## src/design/ttc_pkg.sv

```systemverilog
// Shared constants, action codes and the step record of the tile console writer.
`default_nettype none

package ttc_pkg;

  localparam int DefColumns = 256 / 8;
  localparam int DefRows    = 256 / 8;

  localparam int TileW      = 7;
  localparam int MaxIdxW    = 12;
  localparam int FieldColW  = 5;
  localparam int FieldIdxW  = 10;
  localparam int InDataW    = 32;
  localparam int OutDataW   = 40;

  typedef enum logic [1:0] {
    ACT_PUT   = 2'd0,
    ACT_SET   = 2'd1,
    ACT_READ  = 2'd2,
    ACT_CLEAR = 2'd3
  } action_e;

  localparam logic [7:0] CH_NUL   = 8'd0;
  localparam logic [7:0] CH_BS    = 8'd8;
  localparam logic [7:0] CH_TAB   = 8'd9;
  localparam logic [7:0] CH_LF    = 8'd10;
  localparam logic [7:0] CH_CR    = 8'd13;
  localparam logic [7:0] CH_SPACE = 8'd32;
  localparam logic [7:0] CH_TILDE = 8'd126;

  // Outcome of one item as seen by the cursor logic.
  typedef struct packed {
    logic                 wr1;
    logic                 wr2;
    logic [MaxIdxW-1:0]   idx;
    logic [TileW-1:0]     tile;
    logic                 clr;
    logic [FieldColW-1:0] col;
    logic [FieldColW-1:0] row;
  } step_t;

endpackage

`default_nettype wire

```

## src/design/ttc_cursor.sv

```systemverilog
// Cursor registers and the per-item decode of writes, wrap and scroll-off clear.
`default_nettype none

module ttc_cursor import ttc_pkg::*; #(
  parameter int COLUMNS = DefColumns,
  parameter int ROWS    = DefRows
) (
  input  wire logic                 clk_i,
  input  wire logic                 rst_ni,
  input  wire logic                 upd_i,
  input  wire action_e              action_i,
  input  wire logic [7:0]           char_i,
  input  wire logic [FieldColW-1:0] set_col_i,
  input  wire logic [FieldColW-1:0] set_row_i,
  output step_t                     step_o
);

  localparam int CW = $clog2(COLUMNS);
  localparam int LW = $clog2(ROWS);
  localparam int IW = $clog2(COLUMNS * ROWS);

  logic [CW-1:0] col_q;
  logic [LW-1:0] row_q;
  logic [CW:0]   ncol;
  logic [LW:0]   nrow;
  logic [IW-1:0] base;
  logic [6:0]    sc_w;
  logic [6:0]    sr_w;
  logic          wr1;
  logic          wr2;
  logic          clr;
  logic [TileW-1:0] tile;

  always_comb begin
    base = IW'(row_q) * IW'(COLUMNS) + IW'(col_q);
    sc_w = 7'(set_col_i);
    sr_w = 7'(set_row_i);
    ncol = {1'b0, col_q};
    nrow = {1'b0, row_q};
    wr1  = 1'b0;
    wr2  = 1'b0;
    clr  = 1'b0;
    tile = '0;
    unique case (action_i)
      ACT_SET: begin
        ncol = (sc_w < 7'(COLUMNS)) ? (CW+1)'(sc_w) : (CW+1)'(COLUMNS - 1);
        nrow = (sr_w < 7'(ROWS)) ? (LW+1)'(sr_w) : (LW+1)'(ROWS - 1);
      end
      ACT_PUT: begin
        if (char_i != CH_NUL) begin
          unique case (char_i)
            CH_TAB: begin
              wr1  = 1'b1;
              wr2  = ({1'b0, col_q} + 1'b1) < (CW+1)'(COLUMNS);
              ncol = {1'b0, col_q} + (CW+1)'(2);
            end
            CH_BS: begin
              if (col_q != '0) begin
                ncol = {1'b0, col_q} - 1'b1;
              end
            end
            CH_CR: ncol = '0;
            CH_LF: begin
              ncol = '0;
              nrow = {1'b0, row_q} + 1'b1;
            end
            default: begin
              wr1  = 1'b1;
              if (char_i >= CH_SPACE && char_i <= CH_TILDE) begin
                tile = TileW'(char_i - CH_SPACE);
              end
              ncol = {1'b0, col_q} + 1'b1;
            end
          endcase
          if (ncol >= (CW+1)'(COLUMNS)) begin
            ncol = '0;
            nrow = nrow + 1'b1;
          end
          if (nrow >= (LW+1)'(ROWS)) begin
            ncol = '0;
            nrow = '0;
            clr  = 1'b1;
          end
        end
      end
      ACT_READ, ACT_CLEAR: ;
    endcase
  end

  always_ff @(posedge clk_i or negedge rst_ni) begin
    if (!rst_ni) begin
      col_q <= '0;
      row_q <= '0;
    end else if (upd_i) begin
      col_q <= ncol[CW-1:0];
      row_q <= nrow[LW-1:0];
    end
  end

  assign step_o = '{
    wr1:  wr1,
    wr2:  wr2,
    idx:  MaxIdxW'(base),
    tile: tile,
    clr:  clr,
    col:  FieldColW'(ncol[CW-1:0]),
    row:  FieldColW'(nrow[LW-1:0])
  };

  a_col_range: assert property (@(posedge clk_i) disable iff (!rst_ni)
    (CW+1)'(col_q) < (CW+1)'(COLUMNS))
    else $error("cursor column out of range");

  a_row_range: assert property (@(posedge clk_i) disable iff (!rst_ni)
    (LW+1)'(row_q) < (LW+1)'(ROWS))
    else $error("cursor row out of range");

  a_clr_home: assert property (@(posedge clk_i) disable iff (!rst_ni)
    (upd_i && clr) |=> (col_q == '0 && row_q == '0))
    else $error("cursor not homed after scroll-off clear");

endmodule

`default_nettype wire
```

## config.mk

```make
export PLATFORM = sky130hd
export DESIGN_NAME = ttc_cursor
export DESIGN_NICKNAME = d
export VERILOG_FILES = /design/src/design/ttc_pkg.sv /design/src/design/ttc_cursor.sv
export SDC_FILE = /design/constraint.sdc
export NUM_CORES = 1
export LEC_CHECK = 0
export ABC_AREA = 1
export BUFFER_PORTS_ARGS = -buffer_cell sky130_fd_sc_hd__buf_2
export CORE_MARGIN = 10
export CORE_UTILIZATION = 30
export DETAILED_ROUTE_END_ITERATION = 12
export RECOVER_POWER = 50
export SLEW_MARGIN = 20
export SYNTH_ARGS = -nofsm -noshare
export SYNTH_HDL_FRONTEND = slang
export SYNTH_SLANG_ARGS = --single-unit
export TNS_END_PERCENT = 20
```

## constraint.sdc

```tcl
create_clock -name clk_i -period 3.25 [get_ports clk_i]
set_input_delay 0.65 -clock clk_i [delete_from_list [all_inputs] [get_ports clk_i]]
set_output_delay 0.65 -clock clk_i [all_outputs]
set_load 0.01 [all_outputs]
```

-- Yosys cells after proc, flatten, opt, wreduce, memory -nomap -nowiden
Index checks and enable logic that the tools add are counted.
- add/sub/neg operators: 7
- $lt $le $gt $ge: 5
- eq/ne operators: 5
- mux-type cells: 30
- reductions and logical operators: 7
- operator list (operator ; number):
    two-way mux 6 bit ; 9
    == test 8 x 4 -> 1 bit, second input constant ; 4
    two-way mux 7 bit ; 4
    two-way mux 5 bit ; 5
    one-hot mux 5 bit (2 select lines) ; 2
    one-hot mux 6 bit (3 select lines) ; 1
    adder 5 x 1 -> 6 bit, second input constant ; 2
    >= comparator 6 bit, second input constant ; 2
    adder 10 x 5 -> 10 bit ; 1
    two-way mux 1 bit ; 9
    >= comparator 8 x 6 -> 1 bit, second input constant ; 1
    less-or-equal comparator 8 x 7 -> 1 bit, second input constant ; 1
    nonzero test 8 bit ; 1
    subtractor 7 x 6 -> 7 bit, second input constant ; 1
    adder 5 x 2 -> 6 bit, second input constant ; 1
    adder 6 x 1 -> 6 bit, second input constant ; 1
    < comparator 6 bit, second input constant ; 1
    subtractor 5 x 1 -> 6 bit, second input constant ; 1
    nonzero test 5 bit ; 1
    OR reduction 4 bit ; 1
    OR reduction 3 bit ; 1
    == test 2 x 1 -> 1 bit, second input constant ; 1
    logical NOT 2 bit ; 1
    OR reduction 2 bit ; 1
    logical AND 1 bit ; 1
- bits in registers: 10
- input port bits: 23

-- Longest topological paths before layout
Gate-level depths: netlist of run 1.
- depth in word-level cells: 13
- gate-level depth with buffers: 19
- depth with buffers taken out: 19

-- Worst setup path before layout of run 1
Ideal clock, no wire load.
- path type: input port to output port
- from: in char_i[4]
- to: out step_o[2] (netlist name)
- data arrival time: 1943 ps
- data required time: 2600 ps
- setup slack: 657 ps
- stages: 15
- buffers on the path: 0
- cell sequence: nor2_2 -> nand2_4 -> nor2_4 -> nand2_1 -> nand2_1 -> inv_2 -> ha_1 -> xor2_1 -> nand2_1 -> nand2_1 -> clkinv_1 -> nand2_1 -> nand2_1 -> nand2_1 -> nand2_2
- RTL lines (item ; RTL line ; source):
    start: declaration ; ttc_cursor.sv:12 ; input wire logic [7:0] char_i,
    end: declaration ; ttc_cursor.sv:15 ; output step_t step_o

==> results_dict.tcl, run 1 <==
set metrics [dict create \
    initial_core_util_pct 30.7 \
    dieArea_um2 8940 \
    synth_area_um2 1670 \
    nets 376 \
    numCtsBuffers 3 \
    synthFlopType "dfrtp_1" \
    drt-pass1-iter-count 4 \
    cts-htree-levels 1 \
    crit_path_max_incr_delay_ps 430 \
    fp.dieW_um 94.6 \
    rrSetupSlack_ps 1110 \
    fillers 613 \
    synth_edf_count 0 \
    crit_family "simple AND/OR/NAND/NOR gates" \
    clock_skew_ps 4.10 \
    timing.final.setup_violations 0 \
    worstPathRequired_ps 2600 \
    start_kind "flop" \
    route.detailed.drc 0 \
    postCtsHoldBufs 0 \
    drive_above_1_share_pct 24.6 \
    min-delay-path-class "primary input to asynchronous set/reset pin" \
    netlist-cell-type-count 33 \
    reg2reg_to "row_q[2]" \
    ys_top_cells_by_area "nand2_1 25%, dfrtp_1 15%, ha_1 5.3%, inv_1 5.2%, nand3_1 5.1%" \
    cts_sinks 10 \
    cp.buffers_inverters 5 \
    antenna_found_initial 0 \
    rr_startpoint "col_q[1]" \
    port_buffers 52 \
    crit_path_max_fanout 9 \
    worstMarginPinSlew_ps 779 \
    cp_slowest_cell "dfrtp_1" \
    routed_wl_um 5160 \
    root_buffer "clkbuf_8" \
    cts.repair.resized 0 \
    clk_latency_ps 240 \
    cpMostUsedCell "nand2_1" \
    relSlewSlack_pct 47.2 \
    detail_route.wl_per_cell_um 12.4 \
    avgSynthCellArea_um2 5.69 \
    grtUsageTotal_pct 11.3 \
    leakagePower_nw 1.13 \
    cts_tree "built" \
    placed_area_um2 1990 \
    place_inst 413 \
    maxSlewViolCount 0 \
    ff2ff_path_depth 19 \
    arrival_ps 2340 \
    ir_drop_v 0.000240 \
    fin_crit_sh_pct 91.9 \
    fin_area_um2 2030 \
    critical_path_class "flop to primary output" \
    status "completed" \
    seq_area_frac_synth_pct 15.0 \
    synth_top_cell_by_area "nand2_1" \
    cts_buffer_depth 2 \
    num_io_pins 55 \
    power_density_nw_per_um2 326 \
    gp_congestion 0.869 \
    drt_iter0_drc 109 \
    vias 1937 \
    multi_input_area_um2 1200 \
    ff_latch_area_um2 250 \
    diodes 0 \
    final_cells 417 \
    synth_top_area_share_pct 25.4 \
    die_y_um 94.6 \
    grt_pass1_wl_um 8490 \
    postCtsSetupBuffers 0 \
    overflow 0 \
    place_hpwl_um 4370 \
    yosysWarnings 0 \
    rows 27 \
    crit_chain "inv_1, ha_1, nand2_1, nor2_1, inv_2, nand3_1, nand2_1, inv_2, nand2_4, inv_6, nor2_4, nor2_2, nand2_1, nand2_1, nand2_1, nand2_2, buf_2" \
    ys_async_sr_fraction_pct 100 \
    post_synth_inst_count 293 \
    tns_ps 0 \
    ant_nets 0 \
    path_clk_slew_ps 50 \
    cp-end-kind "primary output" \
    area_growth_pct 21.6 \
    finalHoldViolations 0 \
    max_freq_ghz 0.335 \
    grt_max_degree 14 \
    first_global_vias 1871 \
    viasPerCell 4.65 \
    synth-seq-cells 10 \
    min_period_ps 2990 \
    rsz0062_at_grt "false" \
    fp.coreArea_um2 5440 \
    drv_cap 0 \
]
[where the power goes]
group / total, mW / switching [mW] / internal (mW)
Sequential: 0.182 / 0.0376 / 0.144
Combinational: 0.323 / 0.206 / 0.117
Clock: 0.158 / 0.0510 / 0.107
[cells in the mapped netlist (6+ instances only)]
| cell | number |
|---|---|
| a21oi_1 | 12 |
| buf_4 | 6 |
| dfrtp_1 | 10 |
| ha_1 | 7 |
| inv_1 | 23 |
| inv_2 | 12 |
| nand2_1 | 113 |
| nand2_2 | 6 |
| nand3_1 | 17 |
| nor2_1 | 22 |
| nor2_2 | 6 |
| o21ai_0 | 15 |
[flip-flops by register name (all words and copies together), names as in the netlist]
signal / cells
col_q: 5
row_q: 5
[per-stage QoR]
stage	util [%]	hold slack, ps	setup slack, ps	power (mW)
detailed placement	36.6	519	308	0.515
global placement	36.6	522	338	0.513
CTS	37.6	263	258	0.673
floorplan	-	354	657	0.402
global route	37.3	402	27.0	0.723
finish	37.3	360	264	0.662
[cell families after synthesis]
group	Yosys count	share of synthesized area (%)
fa+ha+maj	7	5.25
flops	10	15.0
simple gates	180	49.2
buf+inv	49	13.0
xor+xnor	7	3.68
other cells	1	0.225
compound gates	39	13.7
[how the worst max path moves through the flow]
stage              start   endpoint  slack, ps  cells past startpoint
6_report        col_q[1]  step_o[1]        260                     17
5_1_grt         col_q[1]  step_o[1]         30                     17
4_1_cts         col_q[1]  step_o[1]        260                     17
3_5_place_dp   char_i[5]  step_o[2]        310                     17
3_3_place_gp   char_i[4]  step_o[2]        340                     17
2_1_floorplan  char_i[4]  step_o[2]        660                     15
[area by class of cell]
type,count,share of cell area (%)
Clock buffer,4,2.71
Inverter,41,7.96
Multi-Input combinational cell,235,59.3
Sequential cell,10,12.3
Tap cell,72,4.44
Timing Repair Buffer,55,13.3
[layout by cell type, fill, tap and decap left out, types with 4 or more instances in the layout]
cell type / n
inv_2: 12
nor2_2: 5
clkbuf_8: 4
a21oi_1: 12
ha_1: 7
o21ai_0: 16
nand2_2: 6
nor2_4: 5
buf_2: 41
nand2_1: 113
nor2_1: 23
clkbuf_1: 11
nand3_1: 17
inv_1: 23
xor2_1: 5
clkinv_1: 4
dfrtp_1: 10
[routing by layer]
| metal | routed length (um) | track usage, % | part of all wire, % |
|---|---|---|---|
| met1 | 2660 | 15.2 | 52 |
| met5 | 0 | 0 | 0 |
| met2 | 2090 | 17.2 | 40 |
| met3 | 325 | 2.46 | 6.3 |
| met4 | 86 | 4.24 | 1.7 |
(Power assumes the default switching activity.)
==> inputs of run 2 (changes only) <==
--- a/config.mk
+++ b/config.mk
@@ -7,6 +7,7 @@
 export LEC_CHECK = 0
 export ABC_AREA = 1
 export BUFFER_PORTS_ARGS = -buffer_cell sky130_fd_sc_hd__buf_2
+export CORE_ASPECT_RATIO = 1.5
 export CORE_MARGIN = 10
 export CORE_UTILIZATION = 30
 export DETAILED_ROUTE_END_ITERATION = 12
==> constraint.sdc (replaced) <==
create_clock -name clk_i -period 3.3 [get_ports clk_i]
set_input_delay 0.66 -clock clk_i [delete_from_list [all_inputs] [get_ports clk_i]]
set_output_delay 0.66 -clock clk_i [all_outputs]
set_load 0.01 [all_outputs]
==> results_dict.tcl, run 2 (same netlist as run 1, synthesis figures left out) <==
set metrics [dict create \
    final_cell_mix "113 x nand2_1, 41 x buf_2, 23 x nor2_1, 23 x inv_1, 17 x nand3_1" \
    drt-pass1-iter-count 4 \
    start_kind "flop" \
    drt_iter0_drc 64 \
    power_density_nw_per_um2 308 \
    multi_input_area_um2 1200 \
    numCtsBuffers 3 \
    fp.dieW_um 80.9 \
    drv_cap 0 \
    p_clk_share_pct 20.0 \
    ir_drop_v 0.000225 \
    cts_buffer_depth 2 \
    diodes 0 \
    antenna_found_initial 0 \
    power.total_uw 621 \
    grt_pass1_wl_um 9090 \
    worstMarginPinSlew_ps 554 \
    crit_path_max_fanout 9 \
    grt_max_degree 14 \
    ff_latch_area_um2 250 \
    reg_top3 "col_q: 5 flops, row_q: 5 flops" \
    vias 1945 \
    fp.coreArea_um2 5450 \
    cts.repair.resized 0 \
    leakagePower_nw 1.13 \
    min_period_ps 2980 \
    clock_skew_ps 3.27 \
    final_common_cell "nand2_1" \
    min-delay-path-class "primary input to asynchronous set/reset pin" \
    clk_latency_ps 230 \
    root_buffer "clkbuf_8" \
    max_freq_ghz 0.335 \
    dp_slack_ps 335 \
    status "completed" \
    route.detailed.drc 0 \
    first_global_vias 2042 \
    rsz0062_at_grt "false" \
    cts_tree "built" \
    arrival_ps 2320 \
    swShare_pct 45.7 \
    postCtsSetupBuffers 0 \
    drive_above_1_share_pct 24.6 \
    place_hpwl_um 4430 \
    viasPerCell 4.69 \
    detail_route.wl_per_cell_um 12.4 \
    postLayoutCoreUtil_pct 37.1 \
    power_frac_seq_pct 29.1 \
    timing.final.setup_violations 0 \
    grtUsageTotal_pct 11.8 \
    p_sw_uw 284 \
    port_buffers 52 \
    relSlewSlack_pct 63.0 \
    critical_path_class "flop to primary output" \
    path_clk_slew_ps 50 \
    fin_crit_sh_pct 90.4 \
    tns_ps 0 \
    finalHoldViolations 0 \
    num_io_pins 55 \
    power.internal_uw 337 \
    comb_power_share_pct 51.0 \
    initial_core_util_pct 30.6 \
    dieArea_um2 9000 \
    nets 377 \
    area_growth_pct 21.1 \
    die_y_um 111 \
    maxSlewViolCount 0 \
    cts-htree-levels 1 \
    worstPathRequired_ps 2640 \
    final.setup.worst_slack_ps 316 \
    overflow 0 \
    rows 33 \
    fillers 660 \
    cts_sinks 10 \
    cp-end-kind "primary output" \
    ant_nets 0 \
    routed_wl_um 5170 \
    postCtsHoldBufs 0 \
    gp_congestion 0.890 \
]
==> run 2: cell count changes in the layout (fill, tap and decap cells not counted) <==
| cell | change |
|---|---|
| buf_4 | +1 |
| clkbuf_8 | -1 |
==> run 2: path summary, 6_finish.rpt <==
| kind | from | end | slack [ps] | depth (start not counted) |
|---|---|---|---|---|
| max in group asynchronous | rst_ni | row_q[0] | 2550 | 1 |
| max | col_q[1] | step_o[5] | 320 | 15 |
| min in group clk_i | row_q[1] | row_q[1] | 580 | 2 |
| min reg2reg | row_q[1] | row_q[1] | 580 | 2 |
| min | rst_ni | col_q[2] | 390 | 1 |
| max reg2reg | col_q[1] | row_q[2] | 1150 | 19 |
==> run 2: worst max-delay path: stages, from the launching register on <==
cell      delay [ps]
dfrtp_1          440
inv_1            190
ha_1             220
nand2_1           80
nor2_1           170
inv_2             50
nand3_1           70
nand2_1           60
inv_2             60
nand2_4           90
inv_6            100
nand2_1           50
o21ai_0          150
nand2_1           90
o211ai_2          80
buf_2            160
==> run 2: layout make-up <==
cell class | count | area share, %
multi-input combinational | 235 | 59.5
tap | 70 | 4.34
sequential | 10 | 12.4
inverter | 41 | 7.99
timing repair buffer | 56 | 13.7
clock buffer | 3 | 2.04
==> run 2: metrics by stage <==
stage | cell area (um^2) | cells | hold slack, ps
final | 2020 | 415 | 386
after global routing | 2020 | 415 | 434
after CTS | 2040 | 415 | 283
after detailed placement | 1990 | 412 | 534
after global placement | 1990 | 412 | 532
after floorplan | 1670 | 294 | 364
==> run 2: metal layers <==
layer	vias to the layer above	part of all wire, %	track usage, %
li1	1025	-	-
met1	857	43	13.3
met2	53	48	20.7
met3	10	6.1	2.27
met4	0	2.2	4.52
met5	-	0	0
==> run 2: power groups by stage <==
stage | logic [mW] | clock network (mW) | registers [mW]
finish | 0.317 | 0.124 | 0.181
global route | 0.367 | 0.128 | 0.185
CTS | 0.328 | 0.127 | 0.180
detailed placement | 0.326 | 0 | 0.181
global placement | 0.326 | 0 | 0.181
floorplan | 0.218 | 0 | 0.178
