## src/design/ttc_ram.sv

```systemverilog
// Generic simple dual-port RAM, one write port, one registered read port.
`default_nettype none

module ttc_ram #(
  parameter int Width = 8,
  parameter int Depth = 16
) (
  input  wire logic                     clk_i,
  input  wire logic                     we_i,
  input  wire logic [$clog2(Depth)-1:0] waddr_i,
  input  wire logic [Width-1:0]         wdata_i,
  input  wire logic                     re_i,
  input  wire logic [$clog2(Depth)-1:0] raddr_i,
  output logic      [Width-1:0]         rdata_o
);

  logic [Width-1:0] mem_q [Depth];
  logic [Width-1:0] rdata_q;

  always_ff @(posedge clk_i) begin
    if (we_i) begin
      mem_q[waddr_i] <= wdata_i;
    end
    if (re_i) begin
      rdata_q <= mem_q[raddr_i];
    end
  end

  assign rdata_o = rdata_q;

endmodule

`default_nettype wire

```

## config.mk

```make
export PLATFORM = sky130hd
export DESIGN_NAME = ttc_ram
export DESIGN_NICKNAME = d
export VERILOG_FILES = /design/src/design/ttc_ram.sv
export SDC_FILE = /design/constraint.sdc
export NUM_CORES = 1
export LEC_CHECK = 0
export BUFFER_PORTS_ARGS = -buffer_cell sky130_fd_sc_hd__buf_2
export CAP_MARGIN = 5
export CORE_ASPECT_RATIO = 2
export CORE_MARGIN = 5
export CORE_UTILIZATION = 30
export DETAILED_ROUTE_END_ITERATION = 12
export HOLD_SLACK_MARGIN = 0.02
export PLACE_DENSITY = 0.42
export SLEW_MARGIN = 5
export SYNTH_ARGS = -nofsm -noshare
export SYNTH_HDL_FRONTEND = slang
export SYNTH_SLANG_ARGS = --single-unit
```

## constraint.sdc

```tcl
create_clock -name clk_i -period 1.5 [get_ports clk_i]
set_input_delay 0.15 -clock clk_i [delete_from_list [all_inputs] [get_ports clk_i]]
set_output_delay 0.15 -clock clk_i [all_outputs]
set_load 0.05 [all_outputs]
```

---- Word-level counts from Yosys, hierarchy flattened ----
Memories as Yosys holds them, arrays and structs flattened. A register that Yosys moved wholly into a read port is not among the register bits.
Cells that the tools add are included.
word-level totals
  memories kept ........................... 1
  register bits after elaboration ......... 0
  RAM bits ................................ 128
  output and inout bits ................... 8
memory list
  name   depth  bits a word  read ports  clocked after Yosys merged registers in  wr ports  line  source
  mem_q  16     8            1           1                                        1         17    logic [Width-1:0] mem_q [Depth];
operators by class
  mux-type cells .......................... 2
operator list
  operator  count
  $mux W1   2

---- Longest topological paths before layout ----
Gate-level depths: netlist of the first run.
  depth in word-level cells ............... 2
  mapped depth ............................ 5
  mapped depth without buffers ............ 3

---- Least setup slack after synthesis of the first run ----
Ideal clock, no wire load.
  path type ............................... input to register
  from .................................... input waddr_i[2]
  to ...................................... memory mem_q[0][0] (enable)
  setup slack ............................. -143 ps
  data arrival time ....................... 1260 ps
  stages .................................. 2
  buffers on the path ..................... 0
  data required time ...................... 1117 ps
  path through ............................ or3b_2 -> nor3_1
RTL lines
  element             line  source
  start: declaration  10    input wire logic [$clog2(Depth)-1:0] waddr_i,
  end: declaration    17
No word-level cell before the write port.

==> results of run 1 <==
## metrics by stage
stage / setup TNS [ns] / total power, mW
floorplan: 0 / 4.66
finish: 0 / 8.20
global placement: -1.25 / 4.87
detailed placement: -1.28 / 4.88
CTS: 0 / 8.34
global route: 0 / 8.49
## sequential cells by signal, indices dropped and copies added, names as in the netlist
register	count
mem_q	128
rdata_o	8
## what timing repair did
| item | CTS | global route |
|---|---|---|
| hold endpoints to repair | 0 | 0 |
| endpoints found under the setup margin | 2 | 4 |
| pin swaps | 1 | 1 |
| gates resized for setup | 2 | 4 |
## cell type report
class | count | area [µm²] | share of cell area
Tap cell | 210 | 263 | 0.0418
Multi-Input combinational cell | 83 | 1070 | 0.171
Sequential cell | 136 | 4080 | 0.650
Timing Repair Buffer | 55 | 385 | 0.0614
Clock buffer | 19 | 433 | 0.0690
Clock inverter | 9 | 38.8 | 0.00618
## kinds of logic (layout without fill, tap and decap cells)
| kind of cell | count (synthesis) | after routing |
|---|---|---|
| DFF | 136 | 136 |
| and+or+nand+nor | 35 | 35 |
| muxes | 32 | 32 |
| AOI/OAI and AO/OA | 16 | 16 |
| buffers and inverters | 10 | 83 |
## worst register-to-register path, cell delays in order (launching register included)
cell	delay, ns
edfxtp_1	0.37
mux4_2	0.48
a22oi_2	0.28
nand2_1	0.08
## power groups by stage
| stage | Clock [mW] | Sequential, mW | Combinational (mW) |
|---|---|---|---|
| floorplan | 0 | 4.44 | 0.216 |
| global placement | 0 | 4.38 | 0.487 |
| detailed placement | 0 | 4.39 | 0.494 |
| CTS | 3.53 | 4.31 | 0.499 |
| global route | 3.65 | 4.31 | 0.528 |
| finish | 3.41 | 4.31 | 0.487 |
## how the worst max path moves through the flow
stage / from / slack, ns / depth (start not counted) / end
after global routing: mem_q[1][2] / 0.004 / 3 / rdata_o[2]
after detailed placement: raddr_i[0] / -0.25 / 5 / rdata_o[3]
final: mem_q[2][3] / 0.04 / 3 / rdata_o[3]
after CTS: mem_q[1][1] / 0.009 / 3 / rdata_o[1]
after global placement: raddr_i[0] / -0.25 / 5 / rdata_o[3]
after floorplan: raddr_i[0] / 0.07 / 5 / rdata_o[1]
## layer usage
metal  track usage  wire length, µm
met1         0.136             4260
met2         0.217             6670
met3        0.0276              339
met4        0.0548              219
met5             0                0
## cells in the mapped netlist
cell type,count
a22oi_1,16
and2_1,1
and2b_1,1
buf_2,3
buf_4,1
buf_6,3
clkdlybuf4s25_2,3
edfxtp_1,136
mux4_1,14
mux4_2,18
nand2_1,9
nand2b_1,2
nand3_1,1
nand3b_1,2
nor2_1,13
nor2b_1,1
nor3_1,4
or3b_2,1
==> metrics.yaml, run 1 <==
cts_root_buf: "clkbuf_16"
path_class: "reg2reg"
synthSimpleGateAreaFrac: 0.0314
row_count: 68
numCtsBuffers: 17
hold_slack_ns: 0.0994
post_cts_buffers: 0
final_area_um2: 6280
hpwl_um: 8220
postLayoutCoreUtil: 0.365
wire_per_inst_um: 22.4
p_int_mw: 6.50
via_per_inst: 4.81
cp_num_buf_inv: 0
syn_to_final_growth_pct: 20.1
cp_cell_sequence: "mux4_2 > a22oi_2 > nand2_1"
min_path_type: "in2reg"
cap_violations: 0
p_leak_nw: 2.09
synth_mux_area_frac: 0.148
cp.required_ns: 1.65
vdd_drop_max_v: 0.000740
dp.cells: 484
setup_slack_ns: 0.0425
nets: 312
drive_gt1_frac: 0.331
p_switching_mw: 1.71
tightest_slew_ns: 0.948
power_frac_clock: 0.416
yosys.area_share.adder: 0
fillers: 1635
powerDensity_nw_per_um2: 1310
cts_hold_buf: 0
path_max_fanout: 1
hold_start: "re_i"
p_seq_frac: 0.525
final_common_cell: "edfxtp_1"
rsz0062_at_grt: "no"
antenna_found_initial: 0
syn_nets: 248
period_share: 0.972
final_cell_mix: "edfxtp_1, buf_2, buf_4"
grt_max_degree: 17
yosysSeqAreaShare: 0.781
synthDistinctLibCells: 18
io_buffers: 26
synth_top_family_by_area: "multiplexers"
path_clk_slew_ns: 0.06
yosysWarnings: 0
yosysTopAreaCell: "edfxtp_1"
placed_cell_area_um2: 5790
synth-compound-area-share: 0.0230
end_kind: "register"
cts_tree: "built"
hold_end: "rdata_o[4]"
initial_core_util: 0.304
rr_startpoint: "mem_q[2][3]"
status: "completed"
worstReg2RegEnd: "rdata_o[3]"
drt_first_iter_violations: 119
grt_pass1_vias: 2653
die_w_um: 103
start_kind: "register"
ys_seq_elements: 136
clk_latency_ns: 0.41
grt_use_total: 0.123
ios: 27
final_antenna_net_count: 0
hold_viol_final: 0
avgSynthCellArea_um2: 22.8
die_h_um: 197
path_delay_family: "multiplexers"
skew_ns: 0.00740
synth_xor_area_frac: 0
routed_wl_um: 11500
htree_levels: 4
place.gp.congestion: 0.705
critical-path-slowest-cell: "mux4_2"
p_sw_frac: 0.208
first_pass_iters: 4
vias: 2465
place_ws_ns: -0.245
reg2regPathDepth: 3
diodes: 0
final_cells: 512
die_area_um2: 20300
relSlewSlack: 0.366
synth.area.top_cells: "edfxtp_1, mux4_2, mux4_1, a22oi_1, nor2_1"
grt_pass1_wl_um: 17100
drv_slew: 0
power_frac_comb: 0.059
whs_path_depth: 1
syn_area_um2: 5230
setup_viol: 0
rrSetupSlack_ns: 0.04
synth_top_area_frac: 0.781
min_period_ns: 1.46
syn-instance-count: 229
max_freq_mhz: 686
fp.coreArea_um2: 17200
drc_errors: 0
overflow: 0
cp_data_arrival_time_ns: 1.61
cts_sinks: 136
max_stage_delay_ns: 0.48
cts.path.max_buffers: 2
(Power assumes the default switching activity.)
==> run 2: changes to the inputs <==
--- a/config.mk
+++ b/config.mk
@@ -12,7 +12,6 @@
 export CORE_UTILIZATION = 30
 export DETAILED_ROUTE_END_ITERATION = 12
 export HOLD_SLACK_MARGIN = 0.02
-export PLACE_DENSITY = 0.42
 export SLEW_MARGIN = 5
 export SYNTH_ARGS = -nofsm -noshare
 export SYNTH_HDL_FRONTEND = slang
==> run 2 against run 1 <==
Effect of this change: first-iteration DRC count grew 120%; global-route usage shrank 0.74 points; maximum frequency is 0.73% higher; core utilization is 0.26 points higher; critical path type unchanged; critical path depth unchanged; critical endpoint unchanged; highest routed layer unchanged; count of clock-buffer cells in the layout rose by 1; register-to-register slack barely moved; cell area up 0.72%.
==> metrics.yaml, run 2 (synthesis gave the netlist of run 1 again) <==
p_switching_mw: 1.74  # was 1.71 mW
ios: 27  # unchanged
top_register: "mem_q"  # unchanged
critical-path-slowest-cell: "mux4_1"  # was mux4_2
final_cell_mix: "edfxtp_1, buf_2, buf_4"  # unchanged
drv_slew: 0  # unchanged
p_leak_nw: 2.13  # was 2.09 nW
die_area_um2: 20300  # unchanged
path_delay_family: "multiplexers"  # unchanged
power_frac_clock: 0.434  # was 0.416
cts_hold_buf: 0  # unchanged
cp_cell_sequence: "mux4_1 > a22oi_2 > nand2_1"  # was mux4_2 > a22oi_2 > nand2_1
diodes: 0  # unchanged
postLayoutCoreUtil: 0.368  # was 0.365
numCtsBuffers: 17  # unchanged
power_frac_comb: 0.056  # was 0.059
path_clk_slew_ns: 0.06  # about the same
p_seq_frac: 0.510  # was 0.525
hold_slack_ns: 0.106  # was 0.0994 ns
setup_viol: 0  # unchanged
nets: 310  # was 312
vias: 2460  # was 2465
start_kind: "register"  # unchanged
period_share: 0.965  # was 0.972
initial_core_util: 0.304  # unchanged
end_kind: "register"  # unchanged
via_per_inst: 4.79  # was 4.81
antenna_found_initial: 0  # unchanged
final_area_um2: 6320  # was 6280 µm²
path_max_fanout: 1  # unchanged
setup_slack_ns: 0.0531  # was 0.0425 ns
die_h_um: 197  # unchanged
grt_max_degree: 21  # was 17
tns_ns: 0  # unchanged
relSlewSlack: 0.466  # was 0.366
placed_cell_area_um2: 5790  # about the same
final_antenna_net_count: 0  # unchanged
power_mw: 8.45  # was 8.20 mW
drc_errors: 0  # unchanged
path_class: "reg2reg"  # unchanged
place.gp.congestion: 0.755  # was 0.705
syn_to_final_growth_pct: 21.0  # was 20.1%
p_sw_frac: 0.206  # was 0.208
cts_tree: "built"  # unchanged
grt_use_total: 0.115  # was 0.123
rsz0062_at_grt: "no"  # unchanged
dp.cells: 482  # was 484
skew_ns: 0.00619  # was 0.00740 ns
max_freq_mhz: 691  # was 686 MHz
cp_data_arrival_time_ns: 1.61  # about the same
htree_levels: 4  # unchanged
min_path_type: "in2reg"  # unchanged
cts_sinks: 136  # unchanged
tightest_slew_ns: 0.798  # was 0.948 ns
drt_first_iter_violations: 257  # was 119
status: "completed"  # unchanged
final_common_cell: "edfxtp_1"  # unchanged
io_buffers: 26  # unchanged
cap_violations: 0  # unchanged
vdd_drop_max_v: 0.000799  # was 0.000740 V
p_int_mw: 6.70  # was 6.50 mW
die_w_um: 103  # unchanged
first_pass_iters: 5  # was 4
max_stage_delay_ns: 0.56  # was 0.48 ns
cp.required_ns: 1.66  # was 1.65 ns
wire_per_inst_um: 20.8  # was 22.4 µm
grt_pass1_vias: 2676  # was 2653
clk_latency_ns: 0.41  # about the same
min_period_ns: 1.45  # was 1.46 ns
final_cells: 514  # was 512
fp.coreArea_um2: 17200  # unchanged
cts_root_buf: "clkbuf_16"  # unchanged
row_count: 68  # unchanged
overflow: 0  # unchanged
grt_pass1_wl_um: 16400  # was 17100 µm
cts.path.max_buffers: 2  # unchanged
drive_gt1_frac: 0.322  # was 0.331
routed_wl_um: 10700  # was 11500 µm
powerDensity_nw_per_um2: 1340  # was 1310 nW/µm²
place_ws_ns: -0.199  # was -0.245 ns
largest_reg_flops: 128  # unchanged
cp_num_buf_inv: 0  # unchanged
hold_viol_final: 0  # unchanged
[run 2: final timing paths]
check | startpoint | end | slack [ns] | depth (start not counted)
worst min register to register | mem_q[14][4] | rdata_o[4] | 0.75 | 3
worst max register to register | mem_q[5][3] | rdata_o[3] | 0.05 | 3
worst max-delay path | mem_q[5][3] | rdata_o[3] | 0.05 | 3
worst min-delay path | re_i | rdata_o[4] | 0.11 | 1
[run 2: power by group through the flow]
stage	clock network [mW]	registers (mW)	logic, mW
floorplan	0	4.44	0.216
global placement	0	4.38	0.469
detailed placement	0	4.38	0.484
CTS	3.75	4.31	0.486
global route	3.93	4.31	0.515
finish	3.67	4.31	0.476
[run 2: area by class of cell]
type	count	area (µm²)
clock buffers	20	437
clock inverters	12	85.1
fillers	1611	10900
multi-input cells	83	1070
flip-flops and latches	136	4080
well taps	210	263
repair buffers	53	383
[run 2: metal layers]
metal,track usage,part of all wire
met1,0.119,0.34
met4,0.0519,0.018
met5,0,0
met2,0.212,0.60
met3,0.0283,0.035
[run 2: what timing repair did]
item,CTS,global route
setup buffers,0,0
pin swaps,0,0
setup endpoints to repair,1,1
gates resized for setup,1,1
==> run 3: changes to the inputs <==
--- a/config.mk
+++ b/config.mk
@@ -12,6 +12,7 @@
 export CORE_UTILIZATION = 30
 export DETAILED_ROUTE_END_ITERATION = 12
 export HOLD_SLACK_MARGIN = 0.02
+export REMOVE_ABC_BUFFERS = 1
 export SLEW_MARGIN = 5
 export SYNTH_ARGS = -nofsm -noshare
 export SYNTH_HDL_FRONTEND = slang
==> run 3 against run 2 <==
Effect of this change: worst setup slack lost 0.0090 ns; sequential share of layout area decreased by 1.1 points; final cell count fell by 0.19%; first-iteration DRC count down 47%; largest power group is now clock.
==> metrics.yaml, run 3 (synthesis gave the netlist of run 1 again) <==
place_ws_ns: -0.236  # was -0.199 ns
fillers: 1532  # was 1611
vdd_drop_max_v: 0.000479  # was 0.000799 V
final_common_cell: "edfxtp_1"  # unchanged
overflow: 0  # unchanged
power_mw: 9.24  # was 8.45 mW
nets: 317  # was 310
drive_gt1_frac: 0.350  # was 0.322
min_path_type: "in2reg"  # unchanged
via_per_inst: 4.92  # was 4.79
numCtsBuffers: 25  # was 17
hpwl_um: 7800
powerDensity_nw_per_um2: 1440  # was 1340 nW/µm²
status: "completed"  # unchanged
row_count: 68  # unchanged
grt_use_met2: 0.221  # was 0.212
io_buffers: 26  # unchanged
min_period_ns: 1.46  # was 1.45 ns
drc_errors: 0  # unchanged
cts_sinks: 136  # unchanged
start_kind: "register"  # unchanged
max_freq_mhz: 687  # was 691 MHz
largest_reg_flops: 128  # unchanged
clk_latency_ns: 0.45  # was 0.41 ns
cts.path.max_buffers: 3  # was 2
die_w_um: 103  # unchanged
period_share: 0.971  # was 0.965
first_pass_iters: 4  # was 5
relSlewSlack: 0.402  # was 0.466
htree_levels: 4  # unchanged
grt_util_met3: 0.0230  # was 0.0283
initial_core_util: 0.304  # unchanged
ios: 27  # unchanged
hold_start: "re_i"  # unchanged
cap_violations: 0  # unchanged
antenna_found_initial: 0  # unchanged
vias: 2526  # was 2460
drt_first_iter_violations: 137  # was 257
top_register: "mem_q"  # unchanged
globalRouteMet1Util: 0.104  # was 0.119
grt_pass1_vias: 2830  # was 2676
die_area_um2: 20300  # unchanged
busiest_layer: "met2"  # unchanged
diodes: 0  # unchanged
grt_pass1_wl_um: 16500  # was 16400 µm
place.gp.congestion: 0.764  # was 0.755
die_h_um: 197  # unchanged
routed_wl_um: 10900  # was 10700 µm
rr_startpoint: "mem_q[5][3]"  # unchanged
cp_data_arrival_time_ns: 1.65  # was 1.61 ns
final_antenna_net_count: 0  # unchanged
grt_max_degree: 27  # was 21
cp.required_ns: 1.70  # was 1.66 ns
hold_viol_final: 0  # unchanged
tightest_slew_ns: 0.893  # was 0.798 ns
syn_to_final_growth_pct: 23.0  # was 21.0%
grt_use_total: 0.114  # was 0.115
fp.coreArea_um2: 17200  # unchanged
worstSetupStartpoint: "mem_q[5][3]"  # unchanged
path_max_fanout: 1  # unchanged
drv_slew: 0  # unchanged
path_class: "reg2reg"  # unchanged
setup_slack_ns: 0.0441  # was 0.0531 ns
rsz0062_at_grt: "no"  # unchanged
skew_ns: 0.00988  # was 0.00619 ns
cts_tree: "built"  # unchanged
path_clk_slew_ns: 0.05  # was 0.06 ns
final_cell_mix: "edfxtp_1, buf_2, clkbuf_16"  # was edfxtp_1, buf_2, buf_4
cts_root_buf: "clkbuf_16"  # unchanged
p_leak_nw: 2.16  # was 2.13 nW
end_kind: "register"  # unchanged
setup_viol: 0  # unchanged
wire_per_inst_um: 21.3  # was 20.8 µm
==> run 3: cell count changes in the layout (fill, tap and decap cells not counted), sizes merged <==
cell      previous run  this run
buf                 53        52
bufinv               1         0
clkbuf              20        28
clkinv              11         3
clkinvlp             0         1
==> run 3: metal layers <==
layer / wire length [µm] / vias to the layer above
met5: 0 / -
met4: 388 / 0
met3: 378 / 22
met2: 6590 / 73
met1: 3570 / 1325
li1: - / 1106
==> run 3: final cells by class <==
type	instances	area, µm²	area share
clock buffer	28	637	0.0991
multi-input combinational	83	1080	0.167
clock inverter	4	18.8	0.00292
sequential	136	4080	0.635
tap	210	263	0.0409
timing repair buffer	52	350	0.0545
==> run 3: repair_timing <==
| action | in CTS | in global routing |
|---|---|---|
| endpoints found under the setup margin | 2 | 5 |
| cloned | 0 | 0 |
| pin swaps | 0 | 2 |
| hold buffers | 0 | 0 |
| gates resized for setup | 2 | 7 |
| setup buffers | 0 | 0 |
==> run 3: worst max-delay path, cell delays in order (launching register included) <==
cell      delay, ns
edfxtp_1       0.36
mux4_1         0.55
a22oi_1        0.22
nand2_1        0.08
==> run 3: report_power, final <==
group          internal [mW]  total, mW  switching (mW)
clock                   2.95       4.46            1.50
sequential              4.29       4.31          0.0230
combinational          0.183      0.474           0.291
total                   7.43       9.24            1.82
==> run 3: path summary, 6_finish.rpt <==
kind / endpoint / slack [ns] / cells after the start
hold / removal: rdata_o[1] / 0.06 / 1
setup / recovery: rdata_o[3] / 0.04 / 3
hold reg to reg: rdata_o[3] / 0.74 / 3
setup reg to reg: rdata_o[3] / 0.04 / 3
==> run 3: metrics by stage <==
step / cell area, µm² / hold WS [ns] / std cells / utilization / setup TNS (ns)
global placement: 5750 / 0.520 / 481 / 0.335 / -1.44
global route: 6430 / 0.0598 / 513 / 0.374 / 0
CTS: 6420 / 0.0594 / 513 / 0.374 / 0
finish: 6430 / 0.0592 / 513 / 0.374 / 0
floorplan: 5140 / 0.249 / 219 / - / -1.14
detailed placement: 5750 / 0.524 / 481 / 0.335 / -1.53
